File: src/hw/rtl/lr_pkg.sv
package lr_pkg;

    localparam int COORD_W         = 6;
    localparam int CHAR_W          = 8;
    localparam int ERR_W           = COORD_W + 4;
    localparam int DEF_CANVAS_SIZE = 64;
    localparam int MAX_PIXELS      = 64;
    localparam int CNT_W           = $clog2(MAX_PIXELS);
    localparam int QUEUE_DEPTH     = 2;

    typedef struct packed {
        logic [COORD_W-1:0] x;
        logic [COORD_W-1:0] y;
        logic [COORD_W-1:0] xe;
        logic [COORD_W-1:0] ye;
        logic [COORD_W-1:0] dx;
        logic [COORD_W-1:0] dy;
        logic               sx_pos;
        logic               sy_pos;
        logic [ERR_W-1:0]   err;
        logic [CHAR_W-1:0]  fill;
    } line_cmd_t;

    typedef struct packed {
        logic full;
        logic empty;
    } queue_stat_t;

endpackage

File: src/hw/rtl/lr_front.sv
module lr_front #(
    parameter int CANVAS_SIZE = lr_pkg::DEF_CANVAS_SIZE
) (
    input  logic                       s_valid,
    output logic                       s_ready,
    input  logic [lr_pkg::COORD_W-1:0] s_start_x,
    input  logic [lr_pkg::COORD_W-1:0] s_start_y,
    input  logic [lr_pkg::COORD_W-1:0] s_end_x,
    input  logic [lr_pkg::COORD_W-1:0] s_end_y,
    input  logic [lr_pkg::CHAR_W-1:0]  s_fill_char,
    input  lr_pkg::queue_stat_t        q_stat,
    output logic                       q_push,
    output lr_pkg::line_cmd_t          q_cmd
);
    import lr_pkg::*;

    localparam logic [COORD_W-1:0] MAX_COORD = COORD_W'(CANVAS_SIZE - 1);

    function automatic logic [COORD_W-1:0] clamp(input logic [COORD_W-1:0] v);
        return (v > MAX_COORD) ? MAX_COORD : v;
    endfunction

    logic [COORD_W-1:0] x0, y0, x1, y1;

    always_comb begin
        x0 = clamp(s_start_x);
        y0 = clamp(s_start_y);
        x1 = clamp(s_end_x);
        y1 = clamp(s_end_y);

        q_cmd.x      = x0;
        q_cmd.y      = y0;
        q_cmd.xe     = x1;
        q_cmd.ye     = y1;
        q_cmd.sx_pos = x0 < x1;
        q_cmd.sy_pos = y0 < y1;
        q_cmd.dx     = (x1 > x0) ? (x1 - x0) : (x0 - x1);
        q_cmd.dy     = (y1 > y0) ? (y1 - y0) : (y0 - y1);
        q_cmd.err    = ERR_W'(q_cmd.dx) - ERR_W'(q_cmd.dy);
        q_cmd.fill   = s_fill_char;
    end

    assign s_ready = !q_stat.full;
    assign q_push  = s_valid && s_ready;

endmodule

File: src/hw/rtl/lr_queue.sv
module lr_queue (
    input  logic                aclk,
    input  logic                aresetn,
    input  logic                push,
    input  lr_pkg::line_cmd_t   push_cmd,
    input  logic                pop,
    output lr_pkg::line_cmd_t   head_cmd,
    output lr_pkg::queue_stat_t stat
);
    import lr_pkg::*;

    localparam int PTR_W = (QUEUE_DEPTH > 1) ? $clog2(QUEUE_DEPTH) : 1;
    localparam int CNT_QW = $clog2(QUEUE_DEPTH + 1);

    line_cmd_t          slot_reg [QUEUE_DEPTH];
    logic [PTR_W-1:0]   wr_ptr_reg, wr_ptr_next;
    logic [PTR_W-1:0]   rd_ptr_reg, rd_ptr_next;
    logic [CNT_QW-1:0]  count_reg, count_next;
    logic               do_push, do_pop;

    function automatic logic [PTR_W-1:0] bump(input logic [PTR_W-1:0] p);
        return (p == PTR_W'(QUEUE_DEPTH - 1)) ? '0 : p + 1'b1;
    endfunction

    always_comb begin
        stat.full   = count_reg == CNT_QW'(QUEUE_DEPTH);
        stat.empty  = count_reg == '0;
        do_push     = push && !stat.full;
        do_pop      = pop && !stat.empty;
        wr_ptr_next = do_push ? bump(wr_ptr_reg) : wr_ptr_reg;
        rd_ptr_next = do_pop ? bump(rd_ptr_reg) : rd_ptr_reg;
        count_next  = count_reg + CNT_QW'(do_push) - CNT_QW'(do_pop);
        head_cmd    = slot_reg[rd_ptr_reg];
    end

    always_ff @(posedge aclk) begin
        if (!aresetn) begin
            wr_ptr_reg <= '0;
            rd_ptr_reg <= '0;
            count_reg  <= '0;
        end else begin
            wr_ptr_reg <= wr_ptr_next;
            rd_ptr_reg <= rd_ptr_next;
            count_reg  <= count_next;
        end
    end

    always_ff @(posedge aclk) begin
        if (do_push) begin
            slot_reg[wr_ptr_reg] <= push_cmd;
        end
    end

endmodule

File: src/hw/rtl/lr_walker.sv
module lr_walker (
    input  logic                       aclk,
    input  logic                       aresetn,
    input  lr_pkg::queue_stat_t        q_stat,
    input  lr_pkg::line_cmd_t          q_cmd,
    output logic                       q_pop,
    output logic                       m_valid,
    input  logic                       m_ready,
    output logic [lr_pkg::COORD_W-1:0] m_pixel_x,
    output logic [lr_pkg::COORD_W-1:0] m_pixel_y,
    output logic [lr_pkg::CHAR_W-1:0]  m_pixel_char,
    output logic                       m_last_pixel
);
    import lr_pkg::*;

    localparam logic ST_IDLE = 1'b0;
    localparam logic ST_WALK = 1'b1;
    localparam int   E2_W    = ERR_W + 1;

    logic               state_reg, state_next;
    line_cmd_t          cmd_reg, cmd_next;
    logic [CNT_W-1:0]   cnt_reg, cnt_next;
    logic               m_valid_reg, m_valid_next;
    logic [COORD_W-1:0] px_reg, px_next;
    logic [COORD_W-1:0] py_reg, py_next;
    logic [CHAR_W-1:0]  pc_reg, pc_next;
    logic               pl_reg, pl_next;

    logic               adv, x_at, y_at, c1, c2, last;
    logic signed [E2_W-1:0] e2, dx_e, dy_n, err_sum;

    always_comb begin
        adv     = (state_reg == ST_WALK) && (!m_valid_reg || m_ready);
        e2      = {cmd_reg.err, 1'b0};
        dx_e    = $signed({{(E2_W-COORD_W){1'b0}}, cmd_reg.dx});
        dy_n    = -$signed({{(E2_W-COORD_W){1'b0}}, cmd_reg.dy});
        c1      = e2 >= dy_n;
        c2      = e2 <= dx_e;
        x_at    = cmd_reg.x == cmd_reg.xe;
        y_at    = cmd_reg.y == cmd_reg.ye;
        last    = (cnt_reg == CNT_W'(MAX_PIXELS - 1)) || (x_at && y_at)
                  || (c1 && x_at) || (c2 && y_at);
        err_sum = $signed({cmd_reg.err[ERR_W-1], cmd_reg.err})
                  + (c1 ? dy_n : '0) + (c2 ? dx_e : '0);

        state_next   = state_reg;
        cmd_next     = cmd_reg;
        cnt_next     = cnt_reg;
        m_valid_next = m_valid_reg;
        px_next      = px_reg;
        py_next      = py_reg;
        pc_next      = pc_reg;
        pl_next      = pl_reg;
        q_pop        = 1'b0;

        if (m_valid_reg && m_ready) begin
            m_valid_next = 1'b0;
        end

        unique case (state_reg)
            ST_IDLE: begin
                if (!q_stat.empty) begin
                    q_pop      = 1'b1;
                    cmd_next   = q_cmd;
                    cnt_next   = '0;
                    state_next = ST_WALK;
                end
            end
            ST_WALK: begin
                if (adv) begin
                    m_valid_next = 1'b1;
                    px_next      = cmd_reg.x;
                    py_next      = cmd_reg.y;
                    pc_next      = cmd_reg.fill;
                    pl_next      = last;
                    cnt_next     = cnt_reg + 1'b1;
                    cmd_next.err = err_sum[ERR_W-1:0];
                    if (c1) begin
                        cmd_next.x = cmd_reg.sx_pos ? cmd_reg.x + 1'b1 : cmd_reg.x - 1'b1;
                    end
                    if (c2) begin
                        cmd_next.y = cmd_reg.sy_pos ? cmd_reg.y + 1'b1 : cmd_reg.y - 1'b1;
                    end
                    if (last) begin
                        state_next = ST_IDLE;
                    end
                end
            end
            default: state_next = ST_IDLE;
        endcase
    end

    always_ff @(posedge aclk) begin
        if (!aresetn) begin
            state_reg   <= ST_IDLE;
            m_valid_reg <= 1'b0;
        end else begin
            state_reg   <= state_next;
            m_valid_reg <= m_valid_next;
        end
    end

    always_ff @(posedge aclk) begin
        cmd_reg <= cmd_next;
        cnt_reg <= cnt_next;
        px_reg  <= px_next;
        py_reg  <= py_next;
        pc_reg  <= pc_next;
        pl_reg  <= pl_next;
    end

    assign m_valid      = m_valid_reg;
    assign m_pixel_x    = px_reg;
    assign m_pixel_y    = py_reg;
    assign m_pixel_char = pc_reg;
    assign m_last_pixel = pl_reg;

endmodule

File: src/hw/rtl/line_rasterizer_core.sv
// A line of N = max(|dx|,|dy|)+1 pixels (N <= 64) is drawn by the walker: it first loads the
// command from the queue, then emits one pixel per cycle from its error-update loop while
// the output is not stalled.
// Up to two further requests wait in the command queue while a line is drawn.
// Reset: synchronous, active low; clears the queue, the walker and the output valid.
module line_rasterizer_core #(
    parameter int CANVAS_SIZE = lr_pkg::DEF_CANVAS_SIZE
) (
    input  logic                       aclk,
    input  logic                       aresetn,
    input  logic                       s_valid,
    output logic                       s_ready,
    input  logic [lr_pkg::COORD_W-1:0] s_start_x,
    input  logic [lr_pkg::COORD_W-1:0] s_start_y,
    input  logic [lr_pkg::COORD_W-1:0] s_end_x,
    input  logic [lr_pkg::COORD_W-1:0] s_end_y,
    input  logic [lr_pkg::CHAR_W-1:0]  s_fill_char,
    output logic                       m_valid,
    input  logic                       m_ready,
    output logic [lr_pkg::COORD_W-1:0] m_pixel_x,
    output logic [lr_pkg::COORD_W-1:0] m_pixel_y,
    output logic [lr_pkg::CHAR_W-1:0]  m_pixel_char,
    output logic                       m_last_pixel
);
    import lr_pkg::*;

    queue_stat_t q_stat;
    line_cmd_t   push_cmd, head_cmd;
    logic        q_push, q_pop;

    lr_front #(.CANVAS_SIZE(CANVAS_SIZE)) u_front (
        .s_valid     (s_valid),
        .s_ready     (s_ready),
        .s_start_x   (s_start_x),
        .s_start_y   (s_start_y),
        .s_end_x     (s_end_x),
        .s_end_y     (s_end_y),
        .s_fill_char (s_fill_char),
        .q_stat      (q_stat),
        .q_push      (q_push),
        .q_cmd       (push_cmd)
    );

    lr_queue u_queue (
        .aclk     (aclk),
        .aresetn  (aresetn),
        .push     (q_push),
        .push_cmd (push_cmd),
        .pop      (q_pop),
        .head_cmd (head_cmd),
        .stat     (q_stat)
    );

    lr_walker u_walker (
        .aclk         (aclk),
        .aresetn      (aresetn),
        .q_stat       (q_stat),
        .q_cmd        (head_cmd),
        .q_pop        (q_pop),
        .m_valid      (m_valid),
        .m_ready      (m_ready),
        .m_pixel_x    (m_pixel_x),
        .m_pixel_y    (m_pixel_y),
        .m_pixel_char (m_pixel_char),
        .m_last_pixel (m_last_pixel)
    );

endmodule

File: config.mk
export PLATFORM = sky130hd
export DESIGN_NAME = line_rasterizer_core
export DESIGN_NICKNAME = d
export VERILOG_FILES = /design/src/hw/rtl/lr_pkg.sv /design/src/hw/rtl/lr_front.sv /design/src/hw/rtl/lr_queue.sv /design/src/hw/rtl/lr_walker.sv /design/src/hw/rtl/line_rasterizer_core.sv
export SDC_FILE = /design/constraint.sdc
export NUM_CORES = 1
export LEC_CHECK = 0
export CAP_MARGIN = 20
export CORE_UTILIZATION = 40
export CTS_CLUSTER_DIAMETER = 100
export DETAILED_ROUTE_END_ITERATION = 8
export DONT_BUFFER_PORTS = 1
export SYNTH_ARGS = -nofsm -noshare
export SYNTH_HDL_FRONTEND = slang
export SYNTH_SLANG_ARGS = --single-unit
File: constraint.sdc
create_clock -name aclk -period 4.76 [get_ports aclk]
set_input_delay 1.19 -clock aclk [delete_from_list [all_inputs] [get_ports aclk]]
set_output_delay 1.19 -clock aclk [all_outputs]
set_load 0.05 [all_outputs]
==> results by group, run 1 <==
Floorplanning
  – Core ar.: 24250 sq um
  – Number of placed I/O pins: 59
  – Die Footprint: 25280 sq um
  – Initial Util: 40.67%
  – Horizontal die dimension: 159.0 um
  – Vert. Die Dim: 159.0 um
  – Count of standard-cell rows: 57

Flow run
  – Max-capacitance violation count: 0

CTS
  – Post-CTS repair timing setup buffer count: 0
  – # H-tree levels: 4
  – Clock tree from TritonCTS: yes
  – Clock transition at the register clock pins on the worst setup and hold paths after CTS: 0.07 ns
  – Max Root-Sink Buffers: 2
  – TritonCTS buffer count: 17
  – Clock root cell: clkbuf_16
  – Clock Latency Late Sink: 0.43 ns
  – Clock Sinks: 196

STA
  – Number of hold violations in the final report: 0
  – Number of failing setup endpoints in the final timing report: 0
  – Minimum clock period: 4.556 ns
  – Ratio of final minimum period to clock period: 95.72%
  – Max_slew headroom: 28.38%
  – Max-slew violation count: 0
  – Worst Tran Pin Value: 1.074 ns
  – F_max: 219.5 MHz
  – Clock skew after layout: 0.009574 ns

Drt
  – Violation count after the first detailed-routing iteration: 351
  – Total Wirelength: 19540 um
  – Count of antenna-violating nets left after detailed routing: 0
  – Vias post-DR: 5494
  – Vias per inst: 5.188
  – Final routed DRC violation total: 0
  – Average wire per cell in the routed design: 18.45 um
  – Drt pass-1 iters: 5

Global route
  – Sum of overflow across all layers after global routing: 0
  – Global-route total usage across every layer: 16.22%
  – Largest net degree at the start of global routing: 55
  – Met3 GRT Util: 3.907%
  – Global Route met1 Usage: 21.03%
  – Number of global-route vias before repair: 5880
  – First-pass GRT wire length: 31390 um
  – Fraction of met2 tracks used by global routing: 26.04%
  – GRT Max-Usage Layer: met2
  – Initial antenna violation count: 0

Cells and area
  – Share of final-layout standard cells stronger than drive strength 1: 12.52%
  – Post-Route Utilization: 44.41%
  – Count of nets after finishing: 841
  – Final Instance Area: 10770 sq um
  – Number of fill cells in the layout: 2200
  – Sequential Area: 5817 sq um
  – Area occupied by multi-input gates: 3632 sq um
  – Antenna cells: 0
  – Area growth, synth to finish: 9.212%
  – Flip-flop count of the largest register, all copies and words added: 106

Worst setup path
  – Worst EP arrival: 4.74 ns
  – Crit path launch type: flop
  – Data required time of the critical path: 4.94 ns
  – Slowest cell on the critical path: edfxtp_1
  – Crit-path max FO: 6
  – Library cell appearing most often on the critical path: nor2_1
  – Critical path type: flop to flop
  – Worst Path Buf+Inv: 1
  – Cell family with the largest share of critical-path delay: compound AO/OA/AOI/OAI gates
  – Cells along the critical path: nor4_4, nand2_2, nand2_1, ha_1, a21oi_1, a21boi_2, nor3_2, nor2_1, nor2_1, nor2_1, fa_1, ha_1, inv_1, fa_1, nor2b_1, o21ai_0, a21oi_1, o41a_1, a31o_2, a31o_2
  – Maximum cell stage delay along the critical path: 0.48 ns
  – Kind of end point of the critical path: flop

Yosys
  – Post-synthesis sequential element count: 196
  – Yosys top cell area share: 57.56%
  – Nets in the synthesized netlist: 854
  – Dominant combinational cell family by area after synthesis: adder cells
  – Syn Inst Count: 736
  – Number of synthesized flops with an enable pin: 189
  – Synthesized area per cell: 13.40 sq um
  – Number of unique standard cell types used by synthesis: 59
  – Yosys warning total: 0
  – Synth Area in XOR/XNOR: 4.441%
  – Basic-gate share of the synthesized area counting and, or, nand and nor cells: 5.799%
  – Fraction of synthesis flops using an asynchronous set or reset pin: 0%
  – Leading post-synthesis cells by cell area: edfxtp_1 58%, ha_1 8.6%, mux2_2 4.2%
  – Cell area after synthesis: 9861 sq um
  – Share of the yosys chip area belonging to registers: 58.98%
  – Post-synthesis mux area share: 6.763%
  – Largest area contributor in the synthesized netlist: edfxtp_1
  – Synthesized-area fraction occupied by adder cells: 11.47%
  – Area fraction in compound gates after synthesis: 7.829%
  – Top FF cell, synth: edfxtp_1

Placed design
  – Placed Instance Area: 10170 sq um
  – Count of buffers inserted at the top-level ports: 0
  – Detailed placement HPWL: 13930 um
  – Weighted congestion reported at the end of routability-driven placement: 0.9065

Min path
  – Kind of path behind the tightest hold check: flop to flop

Power
  – Worst IR drop on VDD: 316.9 uV
  – Leak Pwr: 0.004103 uW
  – PD cells: 697.8 nW/um^2

Run status
  – Result of the run: completed
routing by layer:
| metal | vias up | share of wire [%] |
|---|---|---|
| met2 | 135 | 47 |
| met1 | 2708 | 46 |
| met3 | 33 | 5.0 |
| met5 | - | 0 |
| li1 | 2618 | - |
| met4 | 0 | 2.2 |
power breakdown:
part	total, uW	internal [uW]	switching, uW	leakage [uW]
sequential	3190	2630	557	0.00185
combinational	2950	1270	1690	0.00200
clock	1370	728	641	0.000258
cells by family after synthesis:
kind of cell             after synthesis
buffers and inverters                119
multiplexers                          62
AND/OR/NAND/NOR                      112
flip-flops                           196
AO/OA/AOI/OAI                        115
adder cells (fa/ha/maj)               82
XOR/XNOR                              50
final cells by class:
| class | count | share of cell area [%] |
|---|---|---|
| tap | 324 | 3.764 |
| sequential | 196 | 54.01 |
| clock inverter | 13 | 1.162 |
| inverter | 78 | 2.719 |
| multi-input combinational | 421 | 33.73 |
| clock buffer | 18 | 3.985 |
| timing repair buffer | 9 | 0.6274 |
cells in the mapped netlist, drive strengths merged, types with 14 or more instances:
| cell type | number |
|---|---|
| o21ai | 17 |
| a21oi | 31 |
| o22ai | 16 |
| xnor2 | 29 |
| edfxtp | 189 |
| mux2 | 37 |
| xor2 | 21 |
| inv | 77 |
| nor2 | 32 |
| a21o | 14 |
| clkbuf | 36 |
| fa | 14 |
| mux2i | 25 |
| ha | 68 |
| nand2 | 22 |
what timing repair did:
action / 4_1_cts / 5_1_grt
hold buffers: 0 / 0
setup endpoints to repair: 0 / 5
resized for setup: 0 / 10
endpoints found under the hold margin: 0 / 0
final timing paths:
check	slack, ns	to	cells past startpoint	startpoint
worst min register to register	0.42	u_walker.m_pixel_char[4]	0	u_walker.cmd_reg[4]
worst max register to register	0.20	u_walker.cmd_reg[17]	20	u_walker.cmd_reg[24]
worst min-delay path	0.42	u_walker.m_pixel_char[4]	0	u_walker.cmd_reg[4]
worst max-delay path	0.20	u_walker.cmd_reg[17]	20	u_walker.cmd_reg[24]
layout by cell type (no fill, tap or decap), drive strengths merged, types with 17 or more instances in the layout:
cell	Yosys	layout
nand2	22	22
a21oi	31	31
xnor2	29	29
clkbuf	36	18
xor2	21	21
edfxtp	189	189
mux2	37	37
nor2	32	32
inv	77	82
o21ai	17	17
ha	68	68
mux2i	25	25
metrics by stage:
stage	setup TNS [ns]	setup WS, ns	hold WS (ns)	std cells	power (uW)
2_1_floorplan	0	0.3963	0.4003	736	5324
3_3_place_gp	0	0.2351	0.4025	1028	6051
3_5_place_dp	0	0.05752	0.4075	1028	6137
4_1_cts	0	0.04798	0.4233	1059	7548
5_1_grt	-0.03896	-0.03896	0.4261	1059	8038
6_report	0	0.2038	0.4193	1059	7515
No activity file was read; power rests on OpenSTA's default activity.
==> run 2: changes to the inputs <==
--- a/config.mk
+++ b/config.mk
@@ -6,7 +6,7 @@
 export NUM_CORES = 1
 export LEC_CHECK = 0
 export CAP_MARGIN = 20
-export CORE_UTILIZATION = 40
+export CORE_UTILIZATION = 45
 export CTS_CLUSTER_DIAMETER = 100
 export DETAILED_ROUTE_END_ITERATION = 8
 export DONT_BUFFER_PORTS = 1
==> results by group, run 2 (synthesized netlist as in run 1, its figures left out) <==
CTS
  – Clock root cell: clkbuf_16
  – Clock Sinks: 196 (unchanged)
  – Clock tree from TritonCTS: yes
  – Post-CTS repair timing setup buffer count: 0 (unchanged)
  – # H-tree levels: 4 (unchanged)
  – Max Root-Sink Buffers: 2 (unchanged)
  – Clock Latency Late Sink: 0.44 ns (about the same)
  – Post-CTS Hold Buffers: 0 (unchanged)
  – Clock transition at the register clock pins on the worst setup and hold paths after CTS: 0.08 ns (about the same)
  – TritonCTS buffer count: 17 (unchanged)

Worst setup path
  – Crit path launch type: flop
  – Worst EP arrival: 4.60 ns (-0.14 ns)
  – Kind of end point of the critical path: flop
  – Crit-path max FO: 3 (-3)
  – Number of cells traversed by the worst register-to-register path: 20 (unchanged)
  – Data required time of the critical path: 4.96 ns (+0.02 ns)
  – Critical path type: flop to flop

Cells and area
  – Number of fill cells in the layout: 1788 (-19%)
  – Most common cell after layout, fill and taps aside: edfxtp_1
  – Share of final-layout standard cells stronger than drive strength 1: 13.38% (+0.86 points)
  – Count of nets after finishing: 845 (+0.48%)
  – Highest-count cells in the layout ignoring fill and taps: 189 x edfxtp_1, 77 x inv_1, 68 x ha_1
  – Flip-flop count of the largest register, all copies and words added: 106 (unchanged)
  – Antenna cells: 0 (unchanged)
  – Area growth, synth to finish: 9.479%
  – Final Instance Area: 10800 sq um (+0.24%)

Floorplanning
  – Number of placed I/O pins: 59 (unchanged)
  – Initial Util: 46.47% (+5.8 points)
  – Count of standard-cell rows: 53 (-7.0%)
  – Horizontal die dimension: 150.0 um (-5.6%)
  – Vert. Die Dim: 150.0 um (-5.6%)
  – Core ar.: 21220 sq um (-12%)
  – Die Footprint: 22510 sq um (-11%)

STA
  – F_max: 227.2 MHz (+3.5%)
  – Ratio of final minimum period to clock period: 92.48% (-3.2 points)
  – Max-slew violation count: 0 (unchanged)
  – Max_slew headroom: 29.72% (+1.3 points)
  – Smallest setup slack after layout: 0.3580 ns (+0.1542 ns)
  – Clock skew after layout: 0.01232 ns (+0.002745 ns)
  – Worst Tran Pin Value: 1.054 ns (-0.02007 ns)
  – Number of hold violations in the final report: 0 (unchanged)
  – Unrepaired setup endpoints after global routing: no
  – Number of failing setup endpoints in the final timing report: 0 (unchanged)
  – Minimum clock period: 4.402 ns (-0.1542 ns)

Placed design
  – Placed Instance Area: 10130 sq um (-0.38%)
  – Detailed placement HPWL: 14110 um (+1.3%)
  – Weighted congestion reported at the end of routability-driven placement: 0.8559 (-5.6%)
  – Count of buffers inserted at the top-level ports: 0 (unchanged)
  – Worst setup slack after placement: -0.03402 ns (-0.09155 ns)

Global route
  – Sum of overflow across all layers after global routing: 0 (unchanged)
  – Initial antenna violation count: 0 (unchanged)
  – Global-route total usage across every layer: 18.77% (+2.6 points)
  – Number of global-route vias before repair: 5715 (-2.8%)
  – First-pass GRT wire length: 31080 um (-0.97%)
  – Largest net degree at the start of global routing: 54 (-1.8%)

Drt
  – Count of antenna-violating nets left after detailed routing: 0 (unchanged)
  – Drt pass-1 iters: 5 (unchanged)
  – Vias post-DR: 5502 (+0.15%)
  – Average wire per cell in the routed design: 19.21 um (+4.1%)
  – Total Wirelength: 19500 um (-0.21%)
  – Violation count after the first detailed-routing iteration: 313 (-11%)
  – Final routed DRC violation total: 0 (unchanged)
  – Vias per inst: 5.421 (+4.5%)

Flow run
  – Max-capacitance violation count: 0 (unchanged)

Power
  – Worst IR drop on VDD: 300.4 uV (-5.2%)
  – PD cells: 704.2 nW/um^2 (+0.92%)
  – Leak Pwr: 0.004157 uW (+1.3%)

Run status
  – Result of the run: completed

Min path
  – Kind of path behind the tightest hold check: flop to flop
  – Hold Path Cell Cnt: 0 (unchanged)
[run 2: cell type report]
type / instances / area (sq um) / share of cell area, %
tap: 275 / 344.1 / 3.187
clock inverter: 15 / 181.4 / 1.681
multi-input combinational: 421 / 3617 / 33.51
clock buffer: 17 / 425.4 / 3.941
timing repair buffer: 13 / 117.6 / 1.089
inverter: 78 / 292.8 / 2.712
sequential: 196 / 5817 / 53.88
[run 2: critical path, cell delays in order (launching register included)]
cell and delay (ns):
edfxtp_1 0.44, nor4_2 0.33, nand2_1 0.12, nand2_1 0.09
ha_1 0.26, a21oi_1 0.20, a21boi_2 0.10, nor3_2 0.22
nor2_1 0.06, nor2_1 0.19, nor2_1 0.10, fa_1 0.43
ha_1 0.23, inv_1 0.07, fa_1 0.20, nor2b_1 0.07
o21ai_2 0.16, a21oi_1 0.11, o41a_1 0.35, a31o_2 0.22
a31o_2 0.23
[run 2: routing by layer]
layer	vias to the layer above	track usage [%]	share of wire, %
met1	2743	25.45	48
met3	24	4.055	3.9
met4	0	5.960	1.6
met2	105	30.00	47
met5	-	0	0
li1	2630	-	-
[run 2: power breakdown]
group / total, uW / internal (uW) / switching (uW)
combinational: 2980 / 1300 / 1680
sequential: 3200 / 2630 / 570
clock: 1420 / 714 / 710
[run 2: worst paths after layout]
path                            slack (ns)                  from                        to
worst min register to register        0.42   u_walker.cmd_reg[1]  u_walker.m_pixel_char[1]
worst min-delay path                  0.42   u_walker.cmd_reg[1]  u_walker.m_pixel_char[1]
worst max register to register        0.36  u_walker.cmd_reg[24]      u_walker.cmd_reg[17]
worst max-delay path                  0.36  u_walker.cmd_reg[24]      u_walker.cmd_reg[17]
[run 2: repair_timing]
action                                  in CTS  in global routing
endpoints found under the hold margin        0                  0
pin swaps                                    0                  0
gates resized for setup                      1                  8
endpoints found under the setup margin       1                  4
cloned                                       0                  0
[run 2: through the flow]
step,cells,power (uW),hold WS (ns),utilization (%),TNS (ns)
after global placement,982,6046,0.4010,47.76,0
final,1015,7602,0.4249,50.87,0
after global routing,1015,8125,0.4345,50.87,0
after CTS,1014,7603,0.4242,50.62,0
after floorplan,736,5324,0.4003,-,0
after detailed placement,982,6144,0.4052,47.76,-0.03402
